## src/hw/rtl/plob_pkg.sv

```systemverilog
package plob_pkg;

    localparam int ORDER_SLOTS = 4096;
    localparam int LEVEL_SLOTS = 256;
    localparam int OA_W        = $clog2(ORDER_SLOTS);
    localparam int LA_W        = $clog2(LEVEL_SLOTS);
    localparam int ID_EXT_W    = 17;

    localparam logic [1:0] MODE_ADD    = 2'd0;
    localparam logic [1:0] MODE_DELETE = 2'd1;
    localparam logic [1:0] MODE_MODIFY = 2'd2;
    localparam logic [1:0] MODE_NONE   = 2'd3;

    localparam logic [1:0] ST_OK      = 2'd0;
    localparam logic [1:0] ST_UNKNOWN = 2'd1;
    localparam logic [1:0] ST_IN_USE  = 2'd2;
    localparam logic [1:0] ST_FULL    = 2'd3;

    localparam logic [1:0] UPD_NONE  = 2'd0;
    localparam logic [1:0] UPD_ERR   = 2'd1;
    localparam logic [1:0] UPD_BACK  = 2'd2;
    localparam logic [1:0] UPD_PLACE = 2'd3;

    typedef struct packed {
        logic        live;
        logic [8:0]  symside;
        logic [31:0] price;
        logic [23:0] qty;
    } ord_rec_t;

    typedef struct packed {
        logic [40:0] key;
        logic [31:0] sum;
        logic [12:0] cnt;
    } lvl_rec_t;

    typedef struct packed {
        logic [1:0]  status;
        logic [40:0] key;
        logic [31:0] total;
        logic [12:0] orders;
        logic        last;
    } plob_res_t;

    typedef struct packed {
        logic       clear;
        logic       accept;
        logic       key_input;
        logic       key_record;
        logic       scan_start;
        logic       scan;
        logic [1:0] upd;
        logic [1:0] err_code;
        logic       load_out;
    } plob_cmd_t;

    typedef struct packed {
        logic       clr_done;
        logic [1:0] mode;
        logic       known;
        logic       live;
        logic       scan_done;
        logic       out_free;
        logic       res_last;
    } plob_sts_t;

endpackage

```

## src/hw/rtl/plob_ctrl.sv

```systemverilog
module plob_ctrl (
    input  logic               clk,
    input  logic               rst_n,
    input  logic               req_valid,
    input  logic [1:0]         req_mode,
    output logic               req_ready,
    input  plob_pkg::plob_sts_t sts,
    output plob_pkg::plob_cmd_t cmd
);
    import plob_pkg::*;

    localparam logic [2:0] S_CLEAR = 3'd0;
    localparam logic [2:0] S_IDLE  = 3'd1;
    localparam logic [2:0] S_ORD   = 3'd2;
    localparam logic [2:0] S_SCAN  = 3'd3;
    localparam logic [2:0] S_UPD   = 3'd4;
    localparam logic [2:0] S_EMIT  = 3'd5;

    logic [2:0] state_reg, state_next;
    logic       place_reg, place_next;

    always_ff @(posedge clk or negedge rst_n)
    begin
        if (!rst_n)
        begin
            state_reg <= S_CLEAR;
            place_reg <= 1'b0;
        end
        else
        begin
            state_reg <= state_next;
            place_reg <= place_next;
        end
    end

    always_comb
    begin
        state_next = state_reg;
        place_next = place_reg;
        cmd        = '0;
        req_ready  = 1'b0;
        unique case (state_reg)
            S_CLEAR:
            begin
                cmd.clear = 1'b1;
                if (sts.clr_done)
                    state_next = S_IDLE;
            end
            S_IDLE:
            begin
                req_ready = 1'b1;
                if (req_valid)
                begin
                    cmd.accept = 1'b1;
                    if (req_mode != MODE_NONE)
                        state_next = S_ORD;
                end
            end
            S_ORD:
            begin
                if (sts.mode == MODE_ADD)
                begin
                    priority if (!sts.known)
                    begin
                        cmd.upd      = UPD_ERR;
                        cmd.err_code = ST_UNKNOWN;
                        state_next   = S_EMIT;
                    end
                    else if (sts.live)
                    begin
                        cmd.upd      = UPD_ERR;
                        cmd.err_code = ST_IN_USE;
                        state_next   = S_EMIT;
                    end
                    else
                    begin
                        cmd.key_input  = 1'b1;
                        cmd.scan_start = 1'b1;
                        place_next     = 1'b1;
                        state_next     = S_SCAN;
                    end
                end
                else
                begin
                    if (!sts.known || !sts.live)
                    begin
                        cmd.upd      = UPD_ERR;
                        cmd.err_code = ST_UNKNOWN;
                        state_next   = S_EMIT;
                    end
                    else
                    begin
                        cmd.key_record = 1'b1;
                        cmd.scan_start = 1'b1;
                        place_next     = 1'b0;
                        state_next     = S_SCAN;
                    end
                end
            end
            S_SCAN:
            begin
                cmd.scan = 1'b1;
                if (sts.scan_done)
                    state_next = S_UPD;
            end
            S_UPD:
            begin
                cmd.upd    = place_reg ? UPD_PLACE : UPD_BACK;
                state_next = S_EMIT;
            end
            S_EMIT:
            begin
                if (sts.out_free)
                begin
                    cmd.load_out = 1'b1;
                    if (sts.res_last)
                        state_next = S_IDLE;
                    else
                    begin
                        cmd.scan_start = 1'b1;
                        place_next     = 1'b1;
                        state_next     = S_SCAN;
                    end
                end
            end
            default:
            begin
                state_next = S_IDLE;
            end
        endcase
    end

endmodule

```

## config.mk

```make
export PLATFORM = sky130hd
export DESIGN_NAME = plob_ctrl
export DESIGN_NICKNAME = d
export VERILOG_FILES = /design/src/hw/rtl/plob_pkg.sv /design/src/hw/rtl/plob_ctrl.sv
export SDC_FILE = /design/constraint.sdc
export NUM_CORES = 1
export LEC_CHECK = 0
export BUFFER_PORTS_ARGS = -buffer_cell sky130_fd_sc_hd__buf_2
export CAP_MARGIN = 20
export CORE_AREA = 10 10 47 49
export CTS_BUF_LIST = sky130_fd_sc_hd__clkbuf_16
export CTS_CLUSTER_SIZE = 10
export DETAILED_ROUTE_END_ITERATION = 8
export DIE_AREA = 0 0 57 59
export PLACE_DENSITY_LB_ADDON = 0.2
export SLEW_MARGIN = 15
export SYNTH_ARGS = -nofsm -noshare
export SYNTH_HDL_FRONTEND = slang
export SYNTH_SLANG_ARGS = --single-unit
export TNS_END_PERCENT = 5
```

## constraint.sdc

```tcl
create_clock -name clk -period 1.3 [get_ports clk]
set_clock_uncertainty 0.15 [all_clocks]
set_input_delay 0.195 -clock clk [delete_from_list [all_inputs] [get_ports clk]]
set_output_delay 0.195 -clock clk [all_outputs]
set_load 0.005 [all_outputs]
```

==> flow_summary.toml, run 1 <==
[outcome]
outcome = "finished with violations"
violations = "setup timing"

[final_layout]
largest_reg_flops = 3
multi_input_comb_area_um2 = 360
antennaDiodeCount = 0
n_fill_cell = 145
finalInstanceArea_um2 = 871
final_common_cell = "buf_2"
seqCellArea_um2 = 103
synthToLayoutAreaGrowth_pct = 108
layout.nets = 116
drive_gt1_share_pct = 67.6
layout_common_cells = "buf_2 (23), buf_4 (16), nor2_1 (5), buf_6 (5), nor2_2 (4)"

[worst_setup_path]
cp.arrival_ns = 1.25
r2r-start = "state_reg[1]$_DFFE_PN0P_"
cp-end-kind = "primary output"
crit_path_start_kind = "flop"
rr_endpoint = "state_reg[0]$_DFFE_PN0P_"
regToRegSetupSlack_ns = -0.19
crit_type = "flop to primary output"
r2r_cells = 6
cp_max_fo = 4
worstPathRequired_ns = 0.95

[power]
seq_power_share_pct = 14.5
p_leak_nw = 0.435
power_frac_comb_pct = 55.4
p_sw_mw = 0.556
irDropWorstVdd_mv = 1.35
finalPower_mw = 1.62
swShare_pct = 34.3
powerDensity_mw_per_mm2 = 1860
clkPwrFrac_pct = 30.2
intPower_mw = 1.07

[yosys]
synthCells = 55
yosysUniqueCellTypes = 30
synth_area_leader_cell = "dfrtp_1"
avgSynthCellArea_um2 = 7.62
yosysSeqAreaShare_pct = 23.9
syn_area_um2 = 419
ys_seq_elements = 4
synthesis.nets = 68
yosysWarnings = 0
synth.area.top_cells = "dfrtp_1 (24%), nor2_1 (8.1%), nor3_1 (4.8%), o2bb2a_4 (4.8%), nor3_4 (3.9%)"
synth_top_area_share_pct = 23.9

[global_routing]
antenna_found_initial = 0
grt_max_degree = 9
grt_usage_pct = 9.07
grt_overflow_total = 0
grt_pass1_wl_um = 2530
grt_pass1_vias = 636

[timing]
hold_viol = 0
setup_viol = 15
rsz0062_at_grt = "yes"
setup_ws_ns = -0.293
fin_crit_ns = 1.59
max_freq_ghz = 0.628
relSlewSlack_pct = 83.1
drv_slew = 0
worstMarginPinSlew_ns = 0.252
period_share_pct = 123

[routing]
vias = 580
wire_per_inst_um = 13.2
drt_iter0_markers = 4
drc_errors = 0
viasPerCell = 4.92
antenna_left = 0
routed_wl_um = 1560
drt-pass1-iter-count = 4

[clock_network]
root_buffer = "clkbuf_16"
tritoncts = "built"
h-tree-depth = 1
clkLatencyLatePin_ns = 0.23
clock-sinks = 4
cts_made_buffers = 3
clkTransAtPathRegs_ns = 0.03
clockBufferDepth = 2

[min_path]
hold_class = "input port to async pin"

[die]
core_mm2 = 0.00140
ios = 25
start_util_pct = 29.9
chipHeight_um = 59
rows = 14
die_area_mm2 = 0.00336
fp.dieW_um = 57

[job]
maxCapViolations = 0

[place]
place_area_um2 = 663
place_congestion = 0.831
port_buffers = 24
dpl.hpwl_um = 1190
dpl_worst_slack_ns = -0.0929
==> power by group through the flow <==
stage                     Combinational (mW)  Sequential [mW]  Clock [mW]
after floorplan                        0.419            0.215           0
after global placement                 0.672            0.232           0
after detailed placement               0.668            0.236           0
after CTS                              0.793            0.229       0.500
after global routing                   0.969            0.241       0.509
final                                  0.898            0.235       0.489
==> stage by stage <==
step / TNS [ns] / std cells / utilization [%] / hold WS, ns
2_1_floorplan: -0.0198 / 55 / - / -0.251
3_3_place_gp: -0.410 / 107 / 47.3 / -0.143
3_5_place_dp: -0.493 / 107 / 47.3 / -0.146
4_1_cts: -2.97 / 115 / 57.1 / 0.148
5_1_grt: -3.79 / 118 / 62.1 / 0.183
6_report: -3.03 / 118 / 62.1 / 0.155
==> repair_timing <==
action	CTS	global route
buffers inserted	3	3
endpoints found under the setup margin	14	15
pin swaps	5	10
hold buffers	1	0
gates resized for setup	8	11
endpoints found under the hold margin	4	0
==> cells by family (layout without fill, tap and decap cells) <==
| family | Yosys count | after routing | synth area share, % |
|---|---|---|---|
| multiplexers | 1 | 1 | 2.39 |
| buffers and inverters | 4 | 51 | 4.77 |
| AND/OR/NAND/NOR | 31 | 31 | 42.4 |
| AO/OA/AOI/OAI | 15 | 15 | 26.6 |
| flip-flops | 4 | 4 | 23.9 |
==> worst max-delay path by stage <==
stage / depth (start not counted) / start / endpoint
floorplan: 5 / state_reg[0]$_DFFE_PN0P_ / cmd[8]
global placement: 4 / state_reg[1]$_DFFE_PN0P_ / cmd[9]
detailed placement: 5 / state_reg[2]$_DFFE_PN0P_ / cmd[8]
CTS: 4 / state_reg[2]$_DFFE_PN0P_ / cmd[2]
global route: 4 / state_reg[1]$_DFFE_PN0P_ / cmd[9]
finish: 4 / state_reg[0]$_DFFE_PN0P_ / cmd[2]
==> worst max-delay path, stage by stage, from the launching register on <==
cell and delay, ns:
dfrtp_2 0.43, nor2_4 0.13, and3_4 0.20, and3_4 0.17
buf_6 0.09
==> metal layers <==
metal | track usage [%] | routed length [µm] | vias to the layer above
met1 | 8.89 | 601 | 269
met5 | 0 | 0 | -
li1 | - | - | 291
met3 | 4.94 | 112 | 0
met2 | 16.4 | 845 | 20
met4 | 2.01 | 0 | 0
==> area by class of cell <==
cell class,count,area share (%)
inverter,2,0.862
sequential,4,11.8
tap,16,2.30
clock buffer,3,8.62
clock inverter,1,0.431
timing repair buffer,45,34.6
multi-input combinational,47,41.4
==> cells in the mapped netlist, drive strengths merged <==
cell type and instances:
nor2 10, nor3 5, o21ai 5, dfrtp 4, nand2 4, a21oi 3, and3 3, nand2b 3
buf 2, inv 2, nand3 2, o22ai 2, a22o 1, a22oi 1, a31oi 1, and2 1
mux2i 1, nor2b 1, nor3b 1, o21a 1, o2bb2a 1, or2 1
No activity file was read; power rests on OpenSTA's default activity.
==> run 2, diff against run 1 <==
PLACE_DENSITY_LB_ADDON = 0.05   (was 0.2)
SLEW_MARGIN = 10   (was 15)
clock period = 1.5 ns   (was 1.3 ns; I/O delays follow)
==> flow_summary.toml, run 2 (synthesized netlist as in run 1, its figures left out) <==
[outcome]
outcome = "finished with violations"
violations = "setup timing"

[power]
finalPower_mw = 1.30
irDropWorstVdd_mv = 1.02
powerDensity_mw_per_mm2 = 1680
p_leak_nw = 0.384

[timing]
relSlewSlack_pct = 77.2
worstMarginPinSlew_ns = 0.340
hold_viol = 0
setup_ws_ns = -0.117
holdWs_ns = 0.112
setup_viol = 10
period_share_pct = 108
fin_setup_tns_ns = -0.660
fin_crit_ns = 1.62
drv_slew = 0
max_freq_ghz = 0.618
rsz0062_at_grt = "yes"

[clock_network]
clockBufferDepth = 2
clock-sinks = 4
root_buffer = "clkbuf_16"
tritoncts = "built"
clkLatencyLatePin_ns = 0.22
cts_made_buffers = 3
h-tree-depth = 1
clkTransAtPathRegs_ns = 0.03

[job]
maxCapViolations = 0

[place]
port_buffers = 24
place_congestion = 0.752
dpl.hpwl_um = 1090

[global_routing]
grt_max_degree = 9
grt_pass1_vias = 538
grt_pass1_wl_um = 2270
grt_overflow_total = 0
grt_usage_pct = 8.38
antenna_found_initial = 0

[routing]
drt_iter0_markers = 3
vias = 534
viasPerCell = 4.90
antenna_left = 0
drt-pass1-iter-count = 3
drc_errors = 0
routed_wl_um = 1390
wire_per_inst_um = 12.7

[final_layout]
drive_gt1_share_pct = 62.4
seqCellArea_um2 = 104
largest_reg_flops = 3
synthToLayoutAreaGrowth_pct = 85.1
multi_input_comb_area_um2 = 345
layout_common_cells = "buf_2 (24), buf_4 (11), nor2_1 (7)"
final_common_cell = "buf_2"
layout.nets = 108
antennaDiodeCount = 0
n_fill_cell = 129

[worst_setup_path]
cp_num_buf_inv = 1
cp_top_family = "simple AND/OR/NAND/NOR gates"
cp-end-kind = "primary output"
worstPathRequired_ns = 1.12
worstPathCellList = "nor2_4, and3_4, nand2_2, nor2_2, buf_2"
cp_slowest_cell = "dfrtp_2"
crit_path_start_kind = "flop"
cp.arrival_ns = 1.24
cp_max_fo = 3
slowest_delay_ns = 0.43
crit_type = "flop to primary output"

[min_path]
hold_class = "input port to flop"

[die]
fp.dieW_um = 57
start_util_pct = 29.9
die_area_mm2 = 0.00336
rows = 14
ios = 25
core_mm2 = 0.00140
chipHeight_um = 59
==> run 2: final timing paths <==
path / startpoint / end / slack, ns / depth (start not counted)
setup / recovery: state_reg[2]$_DFFE_PN0P_ / cmd[8] / -0.12 / 5
hold / removal: sts[3] / place_reg$_DFFE_PN0P_ / 0.11 / 2
setup reg to reg: state_reg[0]$_DFFE_PN0P_ / state_reg[1]$_DFFE_PN0P_ / 0.10 / 5
hold reg to reg: place_reg$_DFFE_PN0P_ / place_reg$_DFFE_PN0P_ / 0.49 / 2
max in group asynchronous: rst_n / state_reg[0]$_DFFE_PN0P_ / 0.89 / 2
min in group asynchronous: rst_n / place_reg$_DFFE_PN0P_ / 0.18 / 2
==> run 2: stage by stage <==
stage          utilization [%]  setup WS, ns  cells  area [µm²]
6_report                  55.4        -0.117    109         776
2_1_floorplan                -         0.114     55         419
5_1_grt                   55.4        -0.170    109         776
3_5_place_dp              42.8        0.0590    100         599
3_3_place_gp              42.8        0.0518    100         599
4_1_cts                   53.2        -0.132    107         746
==> run 2: what timing repair did <==
| item | 4_1_cts | 5_1_grt |
|---|---|---|
| hold buffers | 1 | 0 |
| resized for setup | 10 | 5 |
| endpoints found under the hold margin | 4 | 0 |
| pin swaps | 5 | 2 |
| endpoints found under the setup margin | 9 | 13 |
| setup buffers | 3 | 2 |
==> run 2: where the power goes <==
group	internal [mW]	switching [mW]
registers	0.151	0.0589
clock network	0.340	0.0695
logic	0.374	0.308
total	0.865	0.437
==> run 2: worst reg2reg max path: stages, from the launching register on <==
cell      delay [ns]
dfrtp_2         0.43
buf_4           0.15
buf_4           0.14
a31oi_1         0.15
nor2_1          0.07
o2bb2a_4        0.19
==> run 2: layout make-up <==
class | count | area share, %
multi-input cells | 47 | 44.5
clock buffers | 3 | 9.68
well taps | 16 | 2.58
inverters | 2 | 0.968
flip-flops and latches | 4 | 13.4
repair buffers | 37 | 28.9
==> run 2: per-layer routing <==
metal  GRT usage, %  share of wire [%]  vias to the layer above
li1               -                  -                      275
met1           9.13                 41                      239
met2           13.0                 49                       18
met3           3.22                7.2                        2
met4           6.04                1.9                        0
met5              0                  0                        -
==> run 3, diff against run 2 <==
PLACE_DENSITY = 0.72   (was not set)
PLACE_DENSITY_LB_ADDON = not set   (was 0.05)
==> flow_summary.toml, run 3 (synthesized netlist as in run 1, its figures left out) <==
[outcome]
outcome = "finished with violations"
violations = "setup timing"

[power]
irDropWorstVdd_mv = 0.936
finalPower_mw = 1.34
powerDensity_mw_per_mm2 = 1700
p_leak_nw = 0.396

[routing]
drt_iter0_markers = 4
drc_errors = 0
drt-pass1-iter-count = 4
antenna_left = 0
routed_wl_um = 1500
vias = 546
wire_per_inst_um = 13.6
viasPerCell = 4.96

[timing]
relSlewSlack_pct = 77.7
setup_viol = 11
rsz0062_at_grt = "yes"
hold_viol = 0
fin_setup_tns_ns = -0.648
worstMarginPinSlew_ns = 0.334
setup_ws_ns = -0.111
fin_crit_ns = 1.61
drv_slew = 0
holdWs_ns = 0.182
max_freq_ghz = 0.621
period_share_pct = 107

[global_routing]
grt_usage_pct = 8.45
grt_overflow_total = 0
grt_pass1_vias = 562
grt_pass1_wl_um = 2330
antenna_found_initial = 0
grt_max_degree = 11

[worst_setup_path]
cp.arrival_ns = 1.24
crit_type = "flop to primary output"
slowest_delay_ns = 0.39
worstPathRequired_ns = 1.12
cp_slowest_cell = "dfrtp_1"
cp-end-kind = "primary output"
cp_max_fo = 6
cp_num_buf_inv = 2
cp_top_family = "flip-flops"
crit_path_start_kind = "flop"
worstPathCellList = "buf_6, nand2b_4, nor3_4, nand2b_1, buf_2"

[clock_network]
clkLatencyLatePin_ns = 0.22
clockBufferDepth = 2
root_buffer = "clkbuf_16"
clkTransAtPathRegs_ns = 0.03
h-tree-depth = 1
clock-sinks = 4
tritoncts = "built"
cts_made_buffers = 3

[job]
maxCapViolations = 0

[place]
place_area_um2 = 597
dpl_worst_slack_ns = 0.0374
port_buffers = 24
dp_cells = 98
place_congestion = 0.812

[min_path]
hold_class = "input port to async pin"

[final_layout]
multi_input_comb_area_um2 = 327
seqCellArea_um2 = 101
layout.nets = 109
antennaDiodeCount = 0
largest_reg_flops = 3
n_fill_cell = 147
synthToLayoutAreaGrowth_pct = 87.5
fin_util_pct = 56.1
finalInstanceArea_um2 = 786
final_common_cell = "buf_2"
layout_common_cells = "buf_2 (24), buf_4 (10), nor2_1 (9)"
final_cells = 110
drive_gt1_share_pct = 56.4

[die]
rows = 14
start_util_pct = 29.9
chipHeight_um = 59
die_area_mm2 = 0.00336
ios = 25
fp.dieW_um = 57
core_mm2 = 0.00140
[run 3: cell count changes in the layout (fill, tap and decap cells not counted), moves of 2 or more]
| cell | change |
|---|---|
| dfrtp_1 | +2 |
| dfrtp_2 | -2 |
| nor2_1 | +2 |
| nor2_2 | -2 |
| nor3_1 | +2 |
| nor3_2 | -2 |
[run 3: power breakdown]
group,switching (mW),total [mW],internal [mW]
logic,0.333,0.733,0.399
clock network,0.0688,0.409,0.340
registers,0.0485,0.195,0.147
total,0.451,1.34,0.886
[run 3: layout make-up]
type                            count  area share, %
Clock buffer                        3           9.55
Inverter                            2           1.91
Multi-Input combinational cell     47           41.6
Sequential cell                     4           12.9
Tap cell                           16           2.55
Timing Repair Buffer               38           31.5
[run 3: worst paths after layout]
| path | start | end | slack [ns] | cells past startpoint |
|---|---|---|---|---|
| setup / recovery | state_reg[2]$_DFFE_PN0P_ | cmd[6] | -0.11 | 5 |
| hold / removal | rst_n | state_reg[1]$_DFFE_PN0P_ | 0.18 | 2 |
| setup reg to reg | state_reg[1]$_DFFE_PN0P_ | state_reg[0]$_DFFE_PN0P_ | -0.01 | 6 |
| hold reg to reg | place_reg$_DFFE_PN0P_ | place_reg$_DFFE_PN0P_ | 0.52 | 2 |
| max in group asynchronous | rst_n | state_reg[0]$_DFFE_PN0P_ | 0.89 | 2 |
| min in group clk | sts[3] | place_reg$_DFFE_PN0P_ | 0.18 | 3 |
[run 3: timing repair]
item                       CTS  global route
pin swaps                    5             4
hold buffers                 1             0
gates cloned                 0             0
resized for setup            4             9
setup endpoints to repair    8            10
hold endpoints to repair     4             0
setup buffers                2             6
[run 3: layer usage]
layer,vias to the layer above,part of all wire (%),global-route usage [%]
met3,4,8.6,3.86
li1,273,-,-
met1,242,40,9.22
met4,0,2.5,5.70
met2,27,49,12.9
met5,-,0,0
